`config.mk`:
```
export PLATFORM = sky130hd
export DESIGN_NAME = percent_decoder_filtered
export DESIGN_NICKNAME = d
export VERILOG_FILES = /design/src/rtl/pctd_pkg.sv /design/src/rtl/pctd_decode.sv /design/src/rtl/pctd_outbuf.sv /design/src/rtl/percent_decoder_filtered.sv
export SDC_FILE = /design/constraint.sdc
export NUM_CORES = 1
export LEC_CHECK = 0
export BUFFER_PORTS_ARGS = -buffer_cell sky130_fd_sc_hd__buf_2
export CORE_MARGIN = 2
export CORE_UTILIZATION = 60
export CTS_CLUSTER_SIZE = 10
export DETAILED_ROUTE_END_ITERATION = 7
export MAX_ROUTING_LAYER = met4
export PLACE_DENSITY = 0.8
export SYNTH_ARGS = -nofsm -noshare
export SYNTH_HDL_FRONTEND = slang
export SYNTH_SLANG_ARGS = --single-unit
```
`constraint.sdc`:
```
create_clock -name clk -period 6.14 [get_ports clk]
set_input_delay 0 -clock clk [delete_from_list [all_inputs] [get_ports clk]]
set_output_delay 0 -clock clk [all_outputs]
set_load 0.01 [all_outputs]
```
`src/rtl/pctd_pkg.sv`:
```
// types, constants and character helpers for the percent decoder
// no dependencies
package pctd_pkg;

    localparam logic [7:0] PCT_CHAR = 8'h25;

    typedef enum logic [1:0] {
        HELD_NONE  = 2'd0,
        HELD_PCT   = 2'd1,
        HELD_DIGIT = 2'd2
    } pctd_held_t;

    // up to three result bytes produced by one item
    typedef struct packed {
        logic [2:0][7:0] data;
        logic [1:0]      count;
        logic            string_end;
    } pctd_result_t;

    function automatic logic is_hex(input logic [7:0] c);
        return (c inside {[8'd48:8'd57], [8'd97:8'd102], [8'd65:8'd70]});
    endfunction

    function automatic logic [3:0] hex_val(input logic [7:0] c);
        logic [7:0] v;
        v = 8'd0;
        if (c inside {[8'd48:8'd57]})
        begin
            v = c - 8'd48;
        end
        else if (c inside {[8'd97:8'd102]})
        begin
            v = c - 8'd87;
        end
        else if (c inside {[8'd65:8'd70]})
        begin
            v = c - 8'd55;
        end
        return v[3:0];
    endfunction

    function automatic logic in_keep_set(input logic [7:0] v, input logic component_mode);
        logic alnum;
        logic reserved;
        alnum    = (v inside {[8'd48:8'd57], [8'd97:8'd122], [8'd65:8'd90]});
        reserved = (v inside {8'h21, 8'h24, [8'h26:8'h2f], 8'h3A, 8'h3B, 8'h3D,
                              8'h3f, 8'h40, 8'h5f});
        return alnum || (!component_mode && reserved);
    endfunction

endpackage

```
`src/rtl/pctd_decode.sv`:
```
// escape decoding for one item: result bytes and the next held state
// depends on pctd_pkg
module pctd_decode
    import pctd_pkg::*;
(
    input  logic [7:0]   in_byte,
    input  logic         string_last,
    input  logic         component_mode,
    input  pctd_held_t   held_stage,
    input  logic [7:0]   held_digit,
    output pctd_held_t   held_stage_next,
    output logic [7:0]   held_digit_next,
    output pctd_result_t result
);

    logic [7:0] em [3];
    logic [1:0] n;
    logic       idle;
    logic [7:0] v;

    always_comb
    begin
        em              = '{default: 8'h00};
        n               = 2'd0;
        idle            = 1'b0;
        held_stage_next = HELD_NONE;
        held_digit_next = held_digit;
        v               = {hex_val(held_digit), hex_val(in_byte)};

        case (held_stage)
            HELD_PCT:
            begin
                if (is_hex(in_byte))
                begin
                    held_digit_next = in_byte;
                    held_stage_next = HELD_DIGIT;
                end
                else
                begin
                    em[0] = PCT_CHAR;
                    n     = 2'd1;
                    idle  = 1'b1;
                end
            end
            HELD_DIGIT:
            begin
                if (is_hex(in_byte))
                begin
                    if (in_keep_set(v, component_mode))
                    begin
                        em[0] = PCT_CHAR;
                        em[1] = held_digit;
                        em[2] = in_byte;
                        n     = 2'd3;
                    end
                    else
                    begin
                        em[0] = v;
                        n     = 2'd1;
                    end
                end
                else
                begin
                    em[0] = PCT_CHAR;
                    em[1] = held_digit;
                    n     = 2'd2;
                    idle  = 1'b1;
                end
            end
            default:
            begin
                idle = 1'b1;
            end
        endcase

        // byte handled as if nothing were held
        if (idle)
        begin
            if (in_byte == PCT_CHAR)
            begin
                held_stage_next = HELD_PCT;
            end
            else
            begin
                em[n] = in_byte;
                n     = n + 2'd1;
            end
        end

        // flush whatever is still held at the end of the string
        if (string_last)
        begin
            case (held_stage_next)
                HELD_PCT:
                begin
                    em[n] = PCT_CHAR;
                    n     = n + 2'd1;
                end
                HELD_DIGIT:
                begin
                    em[n]         = PCT_CHAR;
                    em[n + 2'd1]  = held_digit_next;
                    n             = n + 2'd2;
                end
                default:
                begin
                end
            endcase
            held_stage_next = HELD_NONE;
        end

        result.data       = {em[2], em[1], em[0]};
        result.count      = n;
        result.string_end = string_last;
    end

endmodule

```
`src/rtl/pctd_outbuf.sv`:
```
// result buffer: holds the bytes of one item and hands them out one per cycle while out_ready is high
// depends on pctd_pkg
module pctd_outbuf
    import pctd_pkg::*;
(
    input  logic         clk,
    input  logic         rst_n,
    input  logic         load,
    input  pctd_result_t result,
    output logic         load_ok,
    output logic         out_valid,
    input  logic         out_ready,
    output logic [7:0]   out_byte,
    output logic         run_last,
    output logic         string_end
);

    logic [2:0][7:0] data_reg;
    logic [1:0]      cnt_reg;
    logic [1:0]      idx_reg;
    logic            end_reg;
    logic            final_one;

    assign out_valid  = (idx_reg != cnt_reg);
    assign final_one  = ((idx_reg + 2'd1) == cnt_reg);
    assign load_ok    = !out_valid || (out_ready && final_one);
    assign out_byte   = data_reg[idx_reg];
    assign run_last   = final_one;
    assign string_end = final_one && end_reg;

    always_ff @(posedge clk or negedge rst_n)
    begin
        if (!rst_n)
        begin
            cnt_reg <= 2'd0;
            idx_reg <= 2'd0;
            end_reg <= 1'b0;
        end
        else if (load)
        begin
            cnt_reg <= result.count;
            idx_reg <= 2'd0;
            end_reg <= result.string_end;
        end
        else if (out_valid && out_ready)
        begin
            idx_reg <= idx_reg + 2'd1;
        end
    end

    always_ff @(posedge clk)
    begin
        if (load)
        begin
            data_reg <= result.data;
        end
    end

endmodule

```
`src/rtl/percent_decoder_filtered.sv`:
```
// top level of the streaming percent decoder with keep set
// depends on pctd_pkg, pctd_decode and pctd_outbuf
//
// Decodes %XX escapes in a byte stream, passing escapes of kept characters
// and broken escapes through as text. An item enters an input register, is
// decoded in one pass against the held escape state, and its 0 to 3 result
// bytes land in a result buffer. While out_ready is high, the buffer hands
// out one byte per cycle and a new item is taken every cycle if items give
// at most one byte each; an item that gives more holds the input until its
// last byte is taken. An item passes the input register, then the result
// buffer, before its first byte is offered. component_mode may be written
// at any time the stream is idle and takes effect on the next item.
module percent_decoder_filtered
    import pctd_pkg::*;
(
    input  logic       clk,
    input  logic       rst_n,
    input  logic       cfg_valid,
    output logic       cfg_ready,
    input  logic       component_mode,
    input  logic       in_valid,
    output logic       in_ready,
    input  logic [7:0] in_byte,
    input  logic       string_last,
    output logic       out_valid,
    input  logic       out_ready,
    output logic [7:0] out_byte,
    output logic       run_last,
    output logic       string_end
);

    logic         mode_reg;
    logic         inv_reg;
    logic [7:0]   byte_reg;
    logic         last_reg;
    pctd_held_t   held_stage_reg;
    pctd_held_t   held_stage_next;
    logic [7:0]   held_digit_reg;
    logic [7:0]   held_digit_next;
    pctd_result_t result;
    logic         load_ok;
    logic         advance;

    assign cfg_ready = 1'b1;
    assign advance   = inv_reg && load_ok;
    assign in_ready  = !inv_reg || load_ok;

    always_ff @(posedge clk or negedge rst_n)
    begin
        if (!rst_n)
        begin
            mode_reg <= 1'b0;
        end
        else if (cfg_valid)
        begin
            mode_reg <= component_mode;
        end
    end

    always_ff @(posedge clk or negedge rst_n)
    begin
        if (!rst_n)
        begin
            inv_reg        <= 1'b0;
            held_stage_reg <= HELD_NONE;
            held_digit_reg <= 8'd0;
        end
        else
        begin
            if (in_valid && in_ready)
            begin
                inv_reg <= 1'b1;
            end
            else if (advance)
            begin
                inv_reg <= 1'b0;
            end
            if (advance)
            begin
                held_stage_reg <= held_stage_next;
                held_digit_reg <= held_digit_next;
            end
        end
    end

    always_ff @(posedge clk)
    begin
        if (in_valid && in_ready)
        begin
            byte_reg <= in_byte;
            last_reg <= string_last;
        end
    end

    pctd_decode u_decode (
        .in_byte         (byte_reg),
        .string_last     (last_reg),
        .component_mode  (mode_reg),
        .held_stage      (held_stage_reg),
        .held_digit      (held_digit_reg),
        .held_stage_next (held_stage_next),
        .held_digit_next (held_digit_next),
        .result          (result)
    );

    pctd_outbuf u_outbuf (
        .clk        (clk),
        .rst_n      (rst_n),
        .load       (advance),
        .result     (result),
        .load_ok    (load_ok),
        .out_valid  (out_valid),
        .out_ready  (out_ready),
        .out_byte   (out_byte),
        .run_last   (run_last),
        .string_end (string_end)
    );

endmodule

```
# After elaboration in Yosys (flattened, before gate mapping)
# Cells that the tools add are included.
word_totals:
  output_inout_bits: 13
  in_bits: 15
  elab_cells: 149
  register_bits: 50
classes:
  order_cmp: 27
  n_reduce_logical: 31
  addsub: 10
  eq_ne: 15
  bitwise: 6
  mux: 48
op_table:
  columns: ["cell", "count"]
  rows:
  - ["2-to-1 mux 24 bit", 3]
  - ["2-to-1 mux 8 bit", 8]
  - ["equality test 8 x 6 -> 1 bit, second input constant", 7]
  - ["bitwise mux 24 bit", 2]
  - ["demux 8 bit (select 2 bit)", 3]
  - ["greater-or-equal comparator 8 x 7 -> 1 bit, second input constant", 6]
  - ["less-or-equal comparator 8 x 7 -> 1 bit, second input constant", 6]
  - ["2-to-1 mux 16 bit", 3]
  - ["one-hot mux 24 bit (2 select lines)", 1]
  - ["greater-or-equal comparator 8 x 6 -> 1 bit, second input constant", 4]
  - ["less-or-equal comparator 8 x 6 -> 1 bit, second input constant", 4]
  - ["2-to-1 mux 2 bit", 12]
  - ["2-to-1 mux 4 bit", 6]
  - ["logical AND 1 bit", 19]
  - ["binary-select mux 8 bit (select 2 bit)", 1]
  - ["equality test 8 x 7 -> 1 bit, second input constant", 2]
  - ["one-hot mux 8 bit (2 select lines)", 1]
  - ["subtractor 4 x 3 -> 4 bit, second input constant", 4]
  - ["bitwise AND 15 bit", 1]
  - ["NOT 15 bit", 1]
  - ["greater-or-equal comparator 3 bit, second input constant", 3]
  - ["less-than comparator 3 x 1 -> 1 bit, second input constant", 3]
  - ["NOT 2 -> 3 bit", 3]
  - ["OR 9 bit", 1]
  - ["other kinds (17)", 33]

# Depth between registers and ports, before layout
logic_depth:
  word_depth: 26
  ltp_mapped: 23
  depth_no_buf: 21

# Cells and area by module
# From an unflattened synthesis, not the netlist that was laid out.
unflattened:
  hier_cells: 395
  area_unflattened_um2: 3743.6
by_module_without_submodules:
  columns: ["module", "seq_area_each_um2", "cells_per_inst", "area_per_inst_um2", "n_inst"]
  rows:
  - ["pctd_decode", 0.0, 273, 1767.9, 1]
  - ["pctd_outbuf", 845.8, 82, 1194.9, 1]
  - ["percent_decoder_filtered", 570.5, 40, 780.7, 1]

# Worst setup path after synthesis
# Ideal clock, no wire load.
synth_timing:
  path_type: "register to register"
  from: "register held_digit_reg[0]"
  to: "register u_outbuf.data_reg[5] in the netlist's numbering, data pin"
  setup_slack_ns: 1.194
  required_time_ns: 5.878
  setup_time_ns: 0.262
  path_stages_with_launch: 23
  path_buffers: 2
  arrival_time_ns: 4.684
  period_less_slack_ns: 4.946
  cell_sequence: "dfrtp_1 > clkbuf_1 > inv_1 > ha_1 > o21bai_1 > a21oi_2 > a22o_1 > nor2b_1 > nor4b_1 > o2111ai_2 > a41oi_4 > nand2b_1 > ha_1 > or3_1 > a21boi_1 > inv_2 > ha_1 > buf_2 > o21ai_0 > and3_1 > or2_2 > a22oi_1 > a31oi_1"
synth_lines:
  columns: ["element", "line", "source"]
  rows:
  - ["from (decl)", "percent_decoder_filtered.sv:38", "logic [7:0] held_digit_reg;"]
  - ["from (signal assigned)", "percent_decoder_filtered.sv:81", "held_digit_reg <= held_digit_next;"]
  - ["to (signal assigned)", "pctd_outbuf.sv:55", "data_reg <= result.data;"]
  - ["to (decl)", "pctd_outbuf.sv:18", "logic [2:0][7:0] data_reg;"]

==> flow_metrics.env <==
export IMPL_timing_reg2reg_setup_slack_ns=0.46
export IMPL_via_per_inst=6.52
export IMPL_fin_skew_ns=0.00987
export IMPL_final_min_clock_period_ns=5.68
export IMPL_unrepaired_setup_endpoints_after_global_routing="false"
export IMPL_synth_enable_flop_cells=33
export IMPL_startpoint="byte_reg[0]"
export IMPL_io_buffers=26
export IMPL_tritoncts="yes"
export IMPL_pnr_total_power_mw=1.59
export IMPL_most_frequent_cells_in_the_layout="sky130_fd_sc_hd__nand2_1 (58), sky130_fd_sc_hd__o21ai_0 (45), sky130_fd_sc_hd__edfxtp_1 (33)"
export IMPL_initial_utilization=0.625
export IMPL_criticalPathCategory="reg -> reg"
export IMPL_worst_setup_path_endpoint="u_outbuf.data_reg[5]"
export IMPL_critical_path_startpoint_type="register"
export IMPL_first_global_vias=3277
export IMPL_reg2reg_to="u_outbuf.data_reg[5]"
export IMPL_total_track_usage=0.303
export IMPL_max_cap_viol_count=0
export IMPL_yosysSeqAreaShare=0.378
export IMPL_avgSynthCellArea_um2=8.87
export IMPL_netlist_cell_type_count=75
export IMPL_outcome="completed"
export IMPL_rr_worst_depth=20
export IMPL_design_die_area_mm2=0.00689
export IMPL_drt_pass1_iter_count=7
export IMPL_area_delta_synth_final_pct=11.3
export IMPL_placementRows=28
export IMPL_final_cell_count_no_fill=530
export IMPL_ys_seq_elements=50
export IMPL_detailed_place_hpwl_mm=7.07
export IMPL_largest_net_degree_at_the_start_of_global_routing=29
export IMPL_hold_viol=0
export IMPL_mappedNetlistNets=455
export IMPL_cts_sinks=50
export IMPL_timing_critical_path_required_ns=6.19
export IMPL_worst_ir_drop_vdd_v=0.000335
export IMPL_post_route_cells_drive_above_1_share=0.132
export IMPL_vias=3457
export IMPL_grt_first_pass_wirelength_mm=16.4
export IMPL_crit_chain="inv_1, ha_1, o21bai_1, a21oi_2, a22oi_1, nor2b_1, nor4b_1, o2111ai_2, a41oi_4, nand2b_1, ha_1, or3_1, a21boi_1, inv_2, ha_1, o21ai_0, and3_1, or2_2, a22oi_1, a31oi_1"
export IMPL_mapped_cell_area_mm2=0.00374
export IMPL_routed_wire_length_mm=9.77
export IMPL_crit_fanout=10
export IMPL_worst_path_most_repeated_cell="sky130_fd_sc_hd__ha_1"
export IMPL_worst_slew_pin_slew_ns=0.664
export IMPL_num_nets_final=487
export IMPL_floorplan_io_pins=28
export IMPL_clockRootBuffer="sky130_fd_sc_hd__clkbuf_8"
export IMPL_synth_warning_count=0
export IMPL_remaining_drc_errors=0
export IMPL_numPlacedInstances=508
export IMPL_clock_insertion_delay_worst_skew_ns=0.31
export IMPL_cts_max_level=2
export IMPL_synth_ff_type="sky130_fd_sc_hd__edfxtp_1"
export IMPL_timing_final_max_slew_violations=0
export IMPL_max_slew_margin=0.555
export IMPL_layout_cells_most_common="sky130_fd_sc_hd__nand2_1"
export IMPL_wl_cell_um=18.4
export IMPL_grt_overflow=0
export IMPL_finalCritPeriodShare=0.925
export IMPL_cts_resized=0
export IMPL_grt_antenna_before_repair=0
export IMPL_count_of_mapped_cells_out_of_synthesis=422
export IMPL_cts_buffer_depth=2
export IMPL_cp_max_stage_delay_ns=0.55
export IMPL_largest_register_ffs=24
export IMPL_cpMaxStageDelayCell="sky130_fd_sc_hd__edfxtp_1"
export IMPL_max_freq_mhz=176
export IMPL_drtAntennaViolNets=0
export IMPL_register_clock_pin_slew_on_the_reported_worst_setup_and_hold_paths_ns=0.10
export IMPL_cts_buffers_inserted=5
export IMPL_worstReg2RegStart="byte_reg[0]"
export IMPL_pwr_density_cell_mw_per_mm2=382
export IMPL_worst_setup_path_end_kind="register"
export IMPL_die_x_um=83.0
export IMPL_synth_async_reset_ratio=0.340
export IMPL_num_antenna_cells=0
export IMPL_arrival_time_reported_for_the_critical_path_endpoint_ns=5.73
export IMPL_timing_hold_worst_class="in -> async"
export IMPL_first_iter_violations=394
export IMPL_dieHeight_um=83.0
export IMPL_setup_viol=0
export IMPL_static_leakage_power_nw=1.60
export IMPL_gp_congestion=0.982
export IMPL_core_area_mm2=0.00599
export IMPL_sum_of_negative_setup_slack_ns=0
-- cells in the mapped netlist (6+ instances only) --
library cell | n | area [µm²]
sky130_fd_sc_hd__a21oi_1 | 25 | 125
sky130_fd_sc_hd__a31oi_1 | 14 | 87.6
sky130_fd_sc_hd__and2_1 | 9 | 56.3
sky130_fd_sc_hd__clkbuf_1 | 14 | 52.6
sky130_fd_sc_hd__dfrtp_1 | 17 | 425
sky130_fd_sc_hd__edfxtp_1 | 33 | 991
sky130_fd_sc_hd__ha_1 | 18 | 225
sky130_fd_sc_hd__inv_1 | 20 | 75.1
sky130_fd_sc_hd__mux2i_1 | 9 | 90.1
sky130_fd_sc_hd__nand2_1 | 58 | 218
sky130_fd_sc_hd__nand2b_1 | 6 | 37.5
sky130_fd_sc_hd__nand3_1 | 10 | 50.1
sky130_fd_sc_hd__nor2_1 | 23 | 86.3
sky130_fd_sc_hd__nor3_1 | 7 | 35.0
sky130_fd_sc_hd__o211ai_1 | 6 | 45.0
sky130_fd_sc_hd__o21ai_0 | 45 | 225
sky130_fd_sc_hd__o21ai_1 | 9 | 45.0
-- metrics by stage --
stage | hold slack, ns | util | setup slack, ns | area (µm²)
4_1_cts | 0.179 | 0.696 | 0.603 | 4170
3_5_place_dp | -0.0286 | 0.655 | 0.630 | 3920
6_report | 0.172 | 0.696 | 0.458 | 4170
5_1_grt | 0.217 | 0.696 | 0.124 | 4170
2_1_floorplan | -0.296 | - | 1.19 | 3740
3_3_place_gp | -0.0393 | 0.655 | 0.827 | 3920
-- report_power, final --
part | internal, mW | leakage (nW) | total, mW | switching (mW)
registers | 0.542 | 0.538 | 0.682 | 0.140
logic | 0.253 | 1.01 | 0.678 | 0.425
clock network | 0.122 | 0.0524 | 0.232 | 0.110
-- layer usage --
metal / share of wire / wire, µm / global-route usage / up-vias
met5: 0 / 0 / - / -
met4: 0.028 / 277 / 0.101 / 0
met3: 0.076 / 745 / 0.0417 / 28
met2: 0.48 / 4660 / 0.484 / 186
met1: 0.42 / 4080 / 0.402 / 1619
li1: - / - / - / 1624
-- kinds of logic after synthesis --
family                     count (synthesis)  share of synthesized area
AOI/OAI and AO/OA                        155                      0.286
xor gates and xnor gates                   3                    0.00702
adders and majority gates                 18                     0.0602
buffers and inverters                     42                     0.0445
DFF                                       50                      0.378
muxes                                     12                     0.0331
other                                      1                    0.00100
and+or+nand+nor                          141                      0.190
-- final cells by class --
class | count | area (µm²)
multi-input cells | 330 | 2160
fillers | 466 | 1820
flip-flops and latches | 50 | 1420
repair buffers | 45 | 308
well taps | 75 | 93.8
inverters | 22 | 82.6
clock buffers | 7 | 76.3
clock inverters | 1 | 30.0
-- worst max-delay path: cells and delay by family (launching register included) --
kind,cells,cell delay [ns]
compound gates,9,2.10
fa+ha+maj,3,0.90
simple gates,6,1.55
flops,1,0.55
buf+inv,2,0.33
-- repair_timing --
action                    in CTS  in global routing
hold endpoints to repair      29                  0
buffers inserted               0                  0
hold buffers                  14                  0
-- how the worst min path moves through the flow --
| stage | start | to | cells after the start |
|---|---|---|---|
| floorplan | rst_n | held_digit_reg[0] | 0 |
| global placement | rst_n | mode_reg | 1 |
| detailed placement | rst_n | mode_reg | 1 |
| CTS | rst_n | mode_reg | 2 |
| global route | rst_n | mode_reg | 2 |
| finish | rst_n | mode_reg | 2 |
No activity file was read; power rests on OpenSTA's default activity.
